===== config.mk =====
export PLATFORM = sky130hd
export DESIGN_NAME = cdcs_fifo
export DESIGN_NICKNAME = d
export VERILOG_FILES = /design/src/sv/cdcs_pkg.sv /design/src/sv/cdcs_fifo.sv
export SDC_FILE = /design/constraint.sdc
export NUM_CORES = 1
export LEC_CHECK = 0
export BUFFER_PORTS_ARGS = -buffer_cell sky130_fd_sc_hd__buf_2
export CAP_MARGIN = 15
export CORE_MARGIN = 5
export CORE_UTILIZATION = 30
export CTS_CLUSTER_SIZE = 28
export DETAILED_ROUTE_END_ITERATION = 12
export MAX_ROUTING_LAYER = met4
export PLACE_DENSITY = 0.52
export SYNTH_ARGS = -nofsm -noshare
export SYNTH_HDL_FRONTEND = slang
export SYNTH_SLANG_ARGS = --single-unit

===== constraint.sdc =====
create_clock -name i_clk -period 26.5 [get_ports i_clk]
set_input_delay 5.3 -clock i_clk [delete_from_list [all_inputs] [get_ports i_clk]]
set_output_delay 5.3 -clock i_clk [all_outputs]
set_load 0.1 [all_outputs]

===== src/sv/cdcs_pkg.sv =====
// Package for the cable distance constraint solver: fixed-point constants,
// pipeline stage indices, the word structs and the arithmetic step functions.
// Depends on nothing; every other file of the block uses it by scoped names.
`timescale 1ns / 1ps

package cdcs_pkg;

    localparam int FRAC_BITS = 16;
    localparam int QW        = FRAC_BITS + 1;   // ratio and direction quotients
    localparam int RT_STEPS  = 32;              // root bits of a 64-bit radicand

    // Back pipeline stage indices
    localparam int ST_MAG  = 0;
    localparam int ST_SQR  = 1;
    localparam int ST_SUM  = 2;
    localparam int ST_RT0  = 3;
    localparam int ST_DIST = ST_RT0 + RT_STEPS;
    localparam int ST_DV0  = ST_DIST + 1;
    localparam int ST_M1   = ST_DV0 + QW;
    localparam int ST_M2   = ST_M1 + 1;
    localparam int ST_OUT  = ST_M2 + 1;
    localparam int N_STG   = ST_OUT + 1;

    localparam int FIFO_DEPTH = 4;
    localparam int FIFO_AW    = 2;

    localparam logic [QW:0] Q_ONE = (QW + 1)'(1) << FRAC_BITS;

    // Configuration register indices
    localparam logic [2:0] REG_CABLE_LENGTH = 3'd0;
    localparam logic [2:0] REG_OFF_A_X      = 3'd1;
    localparam logic [2:0] REG_OFF_A_Y      = 3'd2;
    localparam logic [2:0] REG_OFF_B_X      = 3'd3;
    localparam logic [2:0] REG_OFF_B_Y      = 3'd4;
    localparam logic [2:0] REG_ATTACHED_A   = 3'd5;
    localparam logic [2:0] REG_ATTACHED_B   = 3'd6;

    typedef struct packed {
        logic        [30:0] cable_length;
        logic signed [31:0] off_ax;
        logic signed [31:0] off_ay;
        logic signed [31:0] off_bx;
        logic signed [31:0] off_by;
        logic               att_a;
        logic               att_b;
    } t_cfg;

    typedef struct packed {
        logic signed [31:0] pax;
        logic signed [31:0] pay;
        logic signed [31:0] pbx;
        logic signed [31:0] pby;
        logic signed [33:0] dx;
        logic signed [33:0] dy;
        logic        [30:0] ma;
        logic        [30:0] mb;
    } t_item;

    typedef struct packed {
        logic signed [31:0] pax;
        logic signed [31:0] pay;
        logic signed [31:0] pbx;
        logic signed [31:0] pby;
        logic               nx;
        logic               px;
        logic               ny;
        logic               py;
        logic        [30:0] ma;
        logic        [30:0] mb;
        logic        [31:0] msum;
        logic               degen;
        logic        [30:0] ux;
        logic        [30:0] uy;
        logic        [1:0]  sh;
        logic        [61:0] sqx;
        logic        [61:0] sqy;
        logic        [62:0] rad;
        logic        [33:0] rt_rem;
        logic        [31:0] rt;
        logic        [31:0] fa_rem;
        logic        [31:0] fb_rem;
        logic        [QW-1:0] fa;
        logic        [QW-1:0] fb;
        logic               viol;
        logic        [34:0] e;
        logic        [31:0] ux_rem;
        logic        [31:0] uy_rem;
        logic        [QW-1:0] udx;
        logic        [QW-1:0] udy;
        logic        [34:0] pa;
        logic        [34:0] pb;
        logic        [34:0] mvax;
        logic        [34:0] mvay;
        logic        [34:0] mvbx;
        logic        [34:0] mvby;
        logic signed [31:0] nax;
        logic signed [31:0] nay;
        logic signed [31:0] nbx;
        logic signed [31:0] nby;
    } t_bk;

    // One restoring division step: returns {quotient bit, new remainder}.
    function automatic logic [32:0] div_step(input logic [31:0] rem,
                                             input logic [31:0] dvs,
                                             input logic        b);
        logic [32:0] t;
        logic [32:0] d;
        t = {rem, b};
        d = t - {1'b0, dvs};
        if (t >= {1'b0, dvs}) begin
            return {1'b1, d[31:0]};
        end
        return {1'b0, t[31:0]};
    endfunction

    // One digit of the square root: returns {new remainder, new root}.
    function automatic logic [65:0] sqrt_step(input logic [33:0] rem,
                                              input logic [31:0] root,
                                              input logic [1:0]  b);
        logic [35:0] trial;
        logic [35:0] t;
        logic [35:0] d;
        trial = {rem, b};
        t     = {2'b00, root, 2'b01};
        d     = trial - t;
        if (trial >= t) begin
            return {d[33:0], root[30:0], 1'b1};
        end
        return {trial[33:0], root[30:0], 1'b0};
    endfunction

    // Adds a signed move of the given magnitude and saturates to 32 bits.
    function automatic logic signed [31:0] move_sat(input logic signed [31:0] pos,
                                                    input logic        [34:0] mv,
                                                    input logic               neg);
        logic signed [36:0] m;
        logic signed [36:0] v;
        m = neg ? -$signed({2'b00, mv}) : $signed({2'b00, mv});
        v = {{5{pos[31]}}, pos} + m;
        if (v[36:31] == {6{v[31]}}) begin
            return v[31:0];
        end
        return v[36] ? 32'sh8000_0000 : 32'sh7FFF_FFFF;
    endfunction

endpackage


===== src/sv/cdcs_fifo.sv =====
// Short queue of item words between the front and back parts.
// Uses cdcs_pkg for the word type and depth.
`timescale 1ns / 1ps

module cdcs_fifo (
    input  logic            i_clk,
    input  logic            i_rst_n,
    input  logic            i_push,
    input  cdcs_pkg::t_item i_item,
    output logic            o_ready,
    output logic            o_valid,
    output cdcs_pkg::t_item o_item,
    input  logic            i_pop
);

    cdcs_pkg::t_item                r_mem [cdcs_pkg::FIFO_DEPTH];
    logic [cdcs_pkg::FIFO_AW-1:0]   r_wp;
    logic [cdcs_pkg::FIFO_AW-1:0]   r_rp;
    logic [cdcs_pkg::FIFO_AW:0]     r_cnt;
    logic                           push;
    logic                           pop;

    assign o_ready = (r_cnt != (cdcs_pkg::FIFO_AW + 1)'(cdcs_pkg::FIFO_DEPTH));
    assign o_valid = (r_cnt != '0);
    assign push    = i_push && o_ready;
    assign pop     = i_pop && o_valid;
    assign o_item  = r_mem[r_rp];

    always_ff @(posedge i_clk) begin
        if (!i_rst_n) begin
            r_wp  <= '0;
            r_rp  <= '0;
            r_cnt <= '0;
        end else begin
            if (push) begin
                r_wp <= r_wp + 1'b1;
            end
            if (pop) begin
                r_rp <= r_rp + 1'b1;
            end
            if (push && !pop) begin
                r_cnt <= r_cnt + 1'b1;
            end else if (pop && !push) begin
                r_cnt <= r_cnt - 1'b1;
            end
        end
        if (push) begin
            r_mem[r_wp] <= i_item;
        end
    end

endmodule


==> metrics <==
area occupied by multi-input gates=6520 um2; Syn Area/Cell=27.3 um2; port bufs=521; Setup Viol. Count Final=0; Slew @ Worst Pin=1.24 ns; largest net degree at the start of global routing=132; die width=367 um; CTS tree=yes; min-delay src=r_wp[0]; # rows=130; Critical Path RT=21.20 ns; Crit. End Element=primary output; crit-path leading delay family=buffers and inverters; first-pass GRT wire length=124,000 um; vias in the first global route=18,200; Cells after Synth=1,396; antenna viol nets, final=0; CP max stage cell=dfxtp_4; Clock transition at path regs=0.06 ns; GPL Wtd Cong=0.732; GRT Resource Usage Total=0.128; crit-path max FO=49; sequential share of the synthesized area=0.817; CP max stage delay=0.86 ns; Cell variety after synth=24; total CTS buffers=110; Final Worst Setup Slack=16.85 ns; IO Pins=522; initial antenna violation count=34; status=complete, no violations; Setup Buffers After CTS=0; Max H-tree Level=3; skew final=0.0263 ns; final WL=85,100 um; grt ovf=0; RSZ-0062 raised after global routing=no; 1st-iter DRT viols=1,039; vias=17,000; most frequent cells in the layout=edfxtp_1, buf_2, mux4_2; die area=134,000 um2; CP bufs+invs=3; DRT Pass-1 Iters=4; Worst Reg-to-Reg Cells=5; fill cell count=11,500; Seq cells post-synth=1,041; Hold Path Stages=2; worst-skew pair later-pin latency=0.72 ns; fin util=0.367; dpl ws=17.43 ns; most frequent CP cell=buf_4; core region area=126,000 um2; Final Hold Viols=0; reg-to-reg setup timing slack=22.38 ns; clock root buffer=clkbuf_16; post-route clock period utilization=0.364; P&R area growth vs syn=21.1%; Mapped Area=38,200 um2; Slew headroom=0.175; Sink Count=1,041; post-detail-place hpwl=52,500 um; Starting Density=0.303; max_cap viols=0; Max Root-Sink Buffers=3; YS warnings=0; Worst R2R Start=r_cnt[0]; Die Span Y=367 um; NumNets Final=2,261; setup TNS=0 ns; CP Launch Type=register; Final Slew Violations=0; syn_nets=1,664; fraction of layout cells with a size suffix above 1=0.413; Worst Hold End=r_wp[0]; DR vias/cell=4.53; routed len/inst=22.6 um; # hold bufs at CTS=0; fin crit period=9.65 ns; Hold Crit Class=reg2reg; Max Clk Rate=104 MHz; crit path DAT=4.35 ns; most common cell after layout, fill and taps aside=edfxtp_1; post-cts sizing count=0; FF-to-FF End=r_mem[0][225]; critical path class=reg2out; DRC=0; Reg area=31,200 um2; worst path cell trace=buf_4, buf_4, mux4_1, buf_2
[worst register-to-register path, cell delays in order (launching register included)]
cell and delay (ns):
dfxtp_1 0.47, nor2_1 0.10, a21boi_1 0.51, and2_4 0.91
buf_4 0.78, buf_4 0.87
[cells in the mapped netlist]
cell,instances,area (um2)
dfxtp_1,9,180
xor2_1,1,8.76
and2_1,8,50.1
buf_6,23,259
a21boi_0,1,7.51
inv_1,3,11.3
mux4_2,145,3270
edfxtp_1,1032,31000
nand2_1,5,18.8
fa_1,1,20.0
o311ai_0,1,8.76
mux4_1,113,2970
a21boi_1,1,7.51
or3_1,2,12.5
o21ai_0,1,5.00
clkbuf_1,6,22.5
mux2i_1,3,30.0
buf_2,27,135
o31ai_1,1,7.51
xnor2_1,3,26.3
buf_8,3,45.0
ha_1,5,62.6
nor2b_1,1,6.26
nor2_1,1,3.75
[cells by family after synthesis]
| family | after synthesis | share of synthesized area |
|---|---|---|
| adders and majority gates | 6 | 0.00216 |
| muxes | 261 | 0.164 |
| buffers and inverters | 62 | 0.0124 |
| DFF | 1041 | 0.817 |
| AOI/OAI and AO/OA | 5 | 0.000951 |
| xor gates and xnor gates | 4 | 0.000918 |
| and+or+nand+nor | 17 | 0.00239 |
[metrics by stage]
| step | std cells | hold WS, ns | instance area (um2) |
|---|---|---|---|
| after global routing | 3756 | 0.541 | 46200 |
| final | 3758 | 0.517 | 46200 |
| after floorplan | 1396 | 0.468 | 38200 |
| after detailed placement | 3531 | 0.506 | 42600 |
| after global placement | 3530 | 0.477 | 42600 |
| after CTS | 3727 | 0.514 | 46100 |
[worst max-delay path by stage]
stage                         from     endpoint  slack, ns  cells past startpoint
after floorplan             i_push  r_mem[0][0]      14.26                      2
after global placement    register  o_item[165]      17.46                      4
after detailed placement  register  o_item[226]      17.43                      4
after CTS                 register  o_item[226]      16.61                      4
after global routing      register  o_item[226]      16.50                      4
final                     register  o_item[226]      16.85                      4
[per-layer routing]
metal  routed length (um)  track usage  vias to the layer above
met4                 2020       0.0465                        0
met2                43000        0.208                      464
met1                33300        0.145                     9000
met5                    0            -                        -
met3                 6730       0.0457                      119
li1                     -            -                     7451
[final cells by class]
cell class,instances,area share
inverter,3,0.000244
multi-input combinational,293,0.141
clock inverter,73,0.0157
sequential,1041,0.675
clock buffer,123,0.0606
tap,1650,0.0447
timing repair buffer,544,0.0614
antenna,31,0.00168
[sequential cells by signal, summed over array words and instances (netlist names), named ones only]
name and count:
r_mem 1032, r_wp 2, r_cnt 3, r_rp 2
Power is not shown: default switching activity piles up to over one toggle a cycle in this logic, so the estimate is an artifact.
