**src/sv/cdcs_pkg.sv**
```systemverilog
// Package for the cable distance constraint solver: fixed-point constants,
// pipeline stage indices, the word structs and the arithmetic step functions.
// Depends on nothing; every other file of the block uses it by scoped names.
`timescale 1ns / 1ps

package cdcs_pkg;

    localparam int FRAC_BITS = 16;
    localparam int QW        = FRAC_BITS + 1;   // ratio and direction quotients
    localparam int RT_STEPS  = 32;              // root bits of a 64-bit radicand

    // Back pipeline stage indices
    localparam int ST_MAG  = 0;
    localparam int ST_SQR  = 1;
    localparam int ST_SUM  = 2;
    localparam int ST_RT0  = 3;
    localparam int ST_DIST = ST_RT0 + RT_STEPS;
    localparam int ST_DV0  = ST_DIST + 1;
    localparam int ST_M1   = ST_DV0 + QW;
    localparam int ST_M2   = ST_M1 + 1;
    localparam int ST_OUT  = ST_M2 + 1;
    localparam int N_STG   = ST_OUT + 1;

    localparam int FIFO_DEPTH = 4;
    localparam int FIFO_AW    = 2;

    localparam logic [QW:0] Q_ONE = (QW + 1)'(1) << FRAC_BITS;

    // Configuration register indices
    localparam logic [2:0] REG_CABLE_LENGTH = 3'd0;
    localparam logic [2:0] REG_OFF_A_X      = 3'd1;
    localparam logic [2:0] REG_OFF_A_Y      = 3'd2;
    localparam logic [2:0] REG_OFF_B_X      = 3'd3;
    localparam logic [2:0] REG_OFF_B_Y      = 3'd4;
    localparam logic [2:0] REG_ATTACHED_A   = 3'd5;
    localparam logic [2:0] REG_ATTACHED_B   = 3'd6;

    typedef struct packed {
        logic        [30:0] cable_length;
        logic signed [31:0] off_ax;
        logic signed [31:0] off_ay;
        logic signed [31:0] off_bx;
        logic signed [31:0] off_by;
        logic               att_a;
        logic               att_b;
    } t_cfg;

    typedef struct packed {
        logic signed [31:0] pax;
        logic signed [31:0] pay;
        logic signed [31:0] pbx;
        logic signed [31:0] pby;
        logic signed [33:0] dx;
        logic signed [33:0] dy;
        logic        [30:0] ma;
        logic        [30:0] mb;
    } t_item;

    typedef struct packed {
        logic signed [31:0] pax;
        logic signed [31:0] pay;
        logic signed [31:0] pbx;
        logic signed [31:0] pby;
        logic               nx;
        logic               px;
        logic               ny;
        logic               py;
        logic        [30:0] ma;
        logic        [30:0] mb;
        logic        [31:0] msum;
        logic               degen;
        logic        [30:0] ux;
        logic        [30:0] uy;
        logic        [1:0]  sh;
        logic        [61:0] sqx;
        logic        [61:0] sqy;
        logic        [62:0] rad;
        logic        [33:0] rt_rem;
        logic        [31:0] rt;
        logic        [31:0] fa_rem;
        logic        [31:0] fb_rem;
        logic        [QW-1:0] fa;
        logic        [QW-1:0] fb;
        logic               viol;
        logic        [34:0] e;
        logic        [31:0] ux_rem;
        logic        [31:0] uy_rem;
        logic        [QW-1:0] udx;
        logic        [QW-1:0] udy;
        logic        [34:0] pa;
        logic        [34:0] pb;
        logic        [34:0] mvax;
        logic        [34:0] mvay;
        logic        [34:0] mvbx;
        logic        [34:0] mvby;
        logic signed [31:0] nax;
        logic signed [31:0] nay;
        logic signed [31:0] nbx;
        logic signed [31:0] nby;
    } t_bk;

    // One restoring division step: returns {quotient bit, new remainder}.
    function automatic logic [32:0] div_step(input logic [31:0] rem,
                                             input logic [31:0] dvs,
                                             input logic        b);
        logic [32:0] t;
        logic [32:0] d;
        t = {rem, b};
        d = t - {1'b0, dvs};
        if (t >= {1'b0, dvs}) begin
            return {1'b1, d[31:0]};
        end
        return {1'b0, t[31:0]};
    endfunction

    // One digit of the square root: returns {new remainder, new root}.
    function automatic logic [65:0] sqrt_step(input logic [33:0] rem,
                                              input logic [31:0] root,
                                              input logic [1:0]  b);
        logic [35:0] trial;
        logic [35:0] t;
        logic [35:0] d;
        trial = {rem, b};
        t     = {2'b00, root, 2'b01};
        d     = trial - t;
        if (trial >= t) begin
            return {d[33:0], root[30:0], 1'b1};
        end
        return {trial[33:0], root[30:0], 1'b0};
    endfunction

    // Adds a signed move of the given magnitude and saturates to 32 bits.
    function automatic logic signed [31:0] move_sat(input logic signed [31:0] pos,
                                                    input logic        [34:0] mv,
                                                    input logic               neg);
        logic signed [36:0] m;
        logic signed [36:0] v;
        m = neg ? -$signed({2'b00, mv}) : $signed({2'b00, mv});
        v = {{5{pos[31]}}, pos} + m;
        if (v[36:31] == {6{v[31]}}) begin
            return v[31:0];
        end
        return v[36] ? 32'sh8000_0000 : 32'sh7FFF_FFFF;
    endfunction

endpackage

```
**src/sv/cdcs_front.sv**
```systemverilog
// Front part: accepts input words, forms the anchors and their differences
// and masks the masses of detached bodies. Uses cdcs_pkg.
`timescale 1ns / 1ps

module cdcs_front (
    input  logic               i_clk,
    input  logic               i_rst_n,
    input  cdcs_pkg::t_cfg     i_cfg,
    input  logic               i_valid,
    input  logic [191:0]       i_data,
    output logic               o_ready,
    output logic               o_valid,
    output cdcs_pkg::t_item    o_item,
    input  logic               i_ready
);

    logic            r_vld;
    cdcs_pkg::t_item r_item;
    cdcs_pkg::t_item n_item;
    logic signed [32:0] aax, aay, abx, aby;

    assign o_ready = !r_vld || i_ready;

    always_comb begin
        n_item.pax = i_data[31:0];
        n_item.pay = i_data[63:32];
        n_item.pbx = i_data[95:64];
        n_item.pby = i_data[127:96];
        n_item.ma  = i_cfg.att_a ? i_data[158:128] : 31'd0;
        n_item.mb  = i_cfg.att_b ? i_data[189:159] : 31'd0;
        aax = {n_item.pax[31], n_item.pax};
        aay = {n_item.pay[31], n_item.pay};
        abx = {n_item.pbx[31], n_item.pbx};
        aby = {n_item.pby[31], n_item.pby};
        if (i_cfg.att_a) begin
            aax = aax + {i_cfg.off_ax[31], i_cfg.off_ax};
            aay = aay + {i_cfg.off_ay[31], i_cfg.off_ay};
        end
        if (i_cfg.att_b) begin
            abx = abx + {i_cfg.off_bx[31], i_cfg.off_bx};
            aby = aby + {i_cfg.off_by[31], i_cfg.off_by};
        end
        n_item.dx = {abx[32], abx} - {aax[32], aax};
        n_item.dy = {aby[32], aby} - {aay[32], aay};
    end

    always_ff @(posedge i_clk) begin
        if (!i_rst_n) begin
            r_vld <= 1'b0;
        end else if (o_ready) begin
            r_vld <= i_valid;
        end
        if (o_ready && i_valid) begin
            r_item <= n_item;
        end
    end

    assign o_valid = r_vld;
    assign o_item  = r_item;

endmodule

```
**config.mk**
```make
export PLATFORM = sky130hd
export DESIGN_NAME = cdcs_front
export DESIGN_NICKNAME = d
export VERILOG_FILES = /design/src/sv/cdcs_pkg.sv /design/src/sv/cdcs_front.sv
export SDC_FILE = /design/constraint.sdc
export NUM_CORES = 1
export LEC_CHECK = 0
export ABC_CLOCK_PERIOD_IN_PS = 11900
export BUFFER_PORTS_ARGS = -buffer_cell sky130_fd_sc_hd__buf_2
export CORE_AREA = 3 3 239 241
export CTS_CLUSTER_SIZE = 14
export DETAILED_ROUTE_END_ITERATION = 8
export DIE_AREA = 0 0 242 244
export SLEW_MARGIN = 20
export SYNTH_ARGS = -nofsm -noshare
export SYNTH_HDL_FRONTEND = slang
export SYNTH_SLANG_ARGS = --single-unit
```
**constraint.sdc**
```tcl
create_clock -name i_clk -period 11.9 [get_ports i_clk]
set_input_delay 0.595 -clock i_clk [delete_from_list [all_inputs] [get_ports i_clk]]
set_output_delay 0.595 -clock i_clk [all_outputs]
set_load 0.05 [all_outputs]
```
==> results.ini <==
[timing]
tightestPinTransition_ns = 0.9940
period_needed_ns = 5.464
rsz0062_at_grt = false
timing.fmax_ghz = 0.1830
setup_viol = 0
slew_headroom = 0.3374
finalMaxSlewViolations = 0
hold_viol_final = 0
skew_ns = 0.02126
period_share = 0.4592
hold_ws_ns = 0.2555
fin_tns_setup_ns = 0

[logic_synthesis]
syn-num-nets = 2454
synth_flop_cell = edfxtp_1
ys_top_cells_by_area = edfxtp_1, ha_1, xnor2_1, a21oi_1, a21o_1
yosys.area.top_type_share = 0.3963
synth_edf_count = 258
syn_area_um2 = 19550
ys_top_cells_by_count = edfxtp_1, ha_1, a21oi_1, nand2_1, xnor2_1
synth.most_common_cell = edfxtp_1
async_flop_share = 0
syn_avg_cell_area_um2 = 10.31
synth_largest_area_cell = edfxtp_1
synth.distinct_cells = 86
ys.warnings.count = 0
yosysSeqAreaShare = 0.3973
syn_inst = 1897
synth_seq_cells = 259

[setup_path]
worstPathRequired_ns = 12.18
end_kind = register
path_max_fanout = 7
start_kind = primary input
slowest_stage = o21ai_0
critPathKind = in -> reg
crit_arrival_ns = 5.74
crit_path_cell_trace = buf_2 -> ha_1 -> fa_1 -> a211oi_1 -> nor2_1 -> o2111ai_1 -> nand2_1 -> a21o_1 -> a21oi_1 -> xnor2_1 -> mux2_2 -> ha_1 -> o21a_1 -> o21ai_0 -> o32ai_1 -> nand4b_1 -> a41oi_1 -> o21bai_1 -> a21o_1 -> xor2_1
cpPeakStageDelay_ns = 0.55

[run_status]
status = finished clean

[global_routing]
grt_pass1_vias = 17200
grt-ovfl-total = 0
grt_usage = 0.2105
grt_max_degree = 76
antenna_found_initial = 10
grt_pass1_wl_um = 97580

[detailed_routing]
highest_layer = met5
drc = 0
drtIter0Drc = 846
route.met3.wl_um = 3694
dr.pass1.iters = 5
wl_um = 65020
via_per_inst = 5.269
num_vias = 17090
met2_length_um = 33060
wl_per_cell_um = 20.04
m1WireLength_um = 26410
ant_nets = 0

[clock_network]
clk-insertion-delay-late_ns = 0.56
post_cts.repair.setup_buffers = 0
clkTransAtPathRegs_ns = 0.07
clkSinkCount = 259
cts_resized = 0
cts_buffer_depth = 3
cts_root_buf = clkbuf_16
cts_hold_buf = 0
h-tree-depth = 2
cts_tree = done
cts_buffers = 34

[pwr]
power.density_nw_per_um2 = 162.8
ir_drop_uv = 114.1
p_leak_uw = 0.01072

[die]
row_count = 86
start_util = 0.3548
coreArea_um2 = 55090
die_w_um = 242
die_y_um = 244
fp.dieArea_um2 = 59050
io_pins = 617

[placed_design]
dp_hpwl_um = 53140
portBuffers = 583
gp_congestion = 0.9289

[cells_and_area]
fillCellCount = 5347
utilization = 0.4418
drive_above_1_share = 0.2888
area_delta_synth_final_pct = 24.50
finalNetCount = 3024

[hold_path]
min_path_type = in -> reg

[job]
cap_violations = 0

==> metrics by stage <==
step	area, um^2	std cells	total power (uW)	worst slack (ns)
final	24340	3244	3963	6.436
after global routing	24340	3243	4176	6.151
after detailed placement	23240	3179	2954	5.995
after floorplan	19550	1897	2522	4.278
after global placement	23240	3179	2943	6.005
after CTS	24320	3238	3999	6.557
==> flip-flops by register name, indices dropped and copies added (netlist names) <==
register  count
o_item      258
o_valid       1
==> critical path: cells and delay by family <==
family | cells | cell delay, ns
buffers and inverters | 1 | 0.12
xor gates and xnor gates | 2 | 0.22
and+or+nand+nor | 3 | 0.61
muxes | 1 | 0.27
AOI/OAI and AO/OA | 10 | 2.86
adders and majority gates | 3 | 1.05
==> power breakdown <==
group	total (uW)	switching [uW]	internal (uW)
logic	1730	1150	581
registers	1210	34.6	1180
clock network	1020	408	610
total	3960	1590	2370
==> placed cells by master, fill, tap and decap left out, types with 24 or more instances in the layout <==
master | netlist | final
buf_2 | 1 | 581
edfxtp_1 | 258 | 258
ha_1 | 194 | 194
a21oi_1 | 187 | 187
nand2_1 | 122 | 122
xnor2_1 | 121 | 121
nor2_1 | 97 | 97
o21ai_0 | 97 | 97
a21o_1 | 95 | 95
and2_1 | 72 | 71
inv_1 | 53 | 53
mux2_2 | 53 | 53
xor2_1 | 51 | 51
mux2i_1 | 50 | 50
nand3_1 | 36 | 36
nand4_1 | 34 | 34
clkbuf_16 | 0 | 34
nand2b_1 | 24 | 24
o21bai_1 | 24 | 24
==> metal layers <==
metal / up-vias / GRT usage
li1: 8352 / -
met5: - / 0
met4: 8 / 0.06542
met2: 520 / 0.3878
met1: 8119 / 0.2480
met3: 93 / 0.03794
==> worst paths after layout <==
path,from,endpoint,slack (ns),depth (start not counted)
worst max-delay path,i_data[96],o_item[91]$_DFFE_PP_,6.44,20
worst min-delay path,i_data[62],o_item[224]$_DFFE_PP_,0.26,1
worst max register to register,o_valid$_SDFFE_PN0N_,o_item[68]$_DFFE_PP_,8.64,4
worst min register to register,o_valid$_SDFFE_PN0N_,o_valid$_SDFFE_PN0N_,0.56,2
==> final cells by class <==
class / instances / area [um^2] / share of cell area
Antenna cell: 6 / 15.01 / 0.0006169
Sequential cell: 259 / 7767 / 0.3191
Multi-Input combinational cell: 1531 / 11370 / 0.4673
Tap cell: 748 / 935.9 / 0.03845
Inverter: 53 / 198.9 / 0.008174
Clock inverter: 22 / 225.2 / 0.009254
Clock buffer: 37 / 862.1 / 0.03542
Timing Repair Buffer: 588 / 2960 / 0.1216
==> cells by family (layout without fill, tap and decap cells) <==
group | count (synthesis) | count (layout) | synth area share
AND/OR/NAND/NOR | 464 | 464 | 0.1187
other | 0 | 6 | 0
flip-flops | 259 | 259 | 0.3973
XOR/XNOR | 172 | 172 | 0.07706
multiplexers | 104 | 104 | 0.05690
adder cells (fa/ha/maj) | 200 | 200 | 0.1303
AO/OA/AOI/OAI | 591 | 591 | 0.1987
buffers and inverters | 107 | 700 | 0.02099
Power figures use the tool's default switching activity.
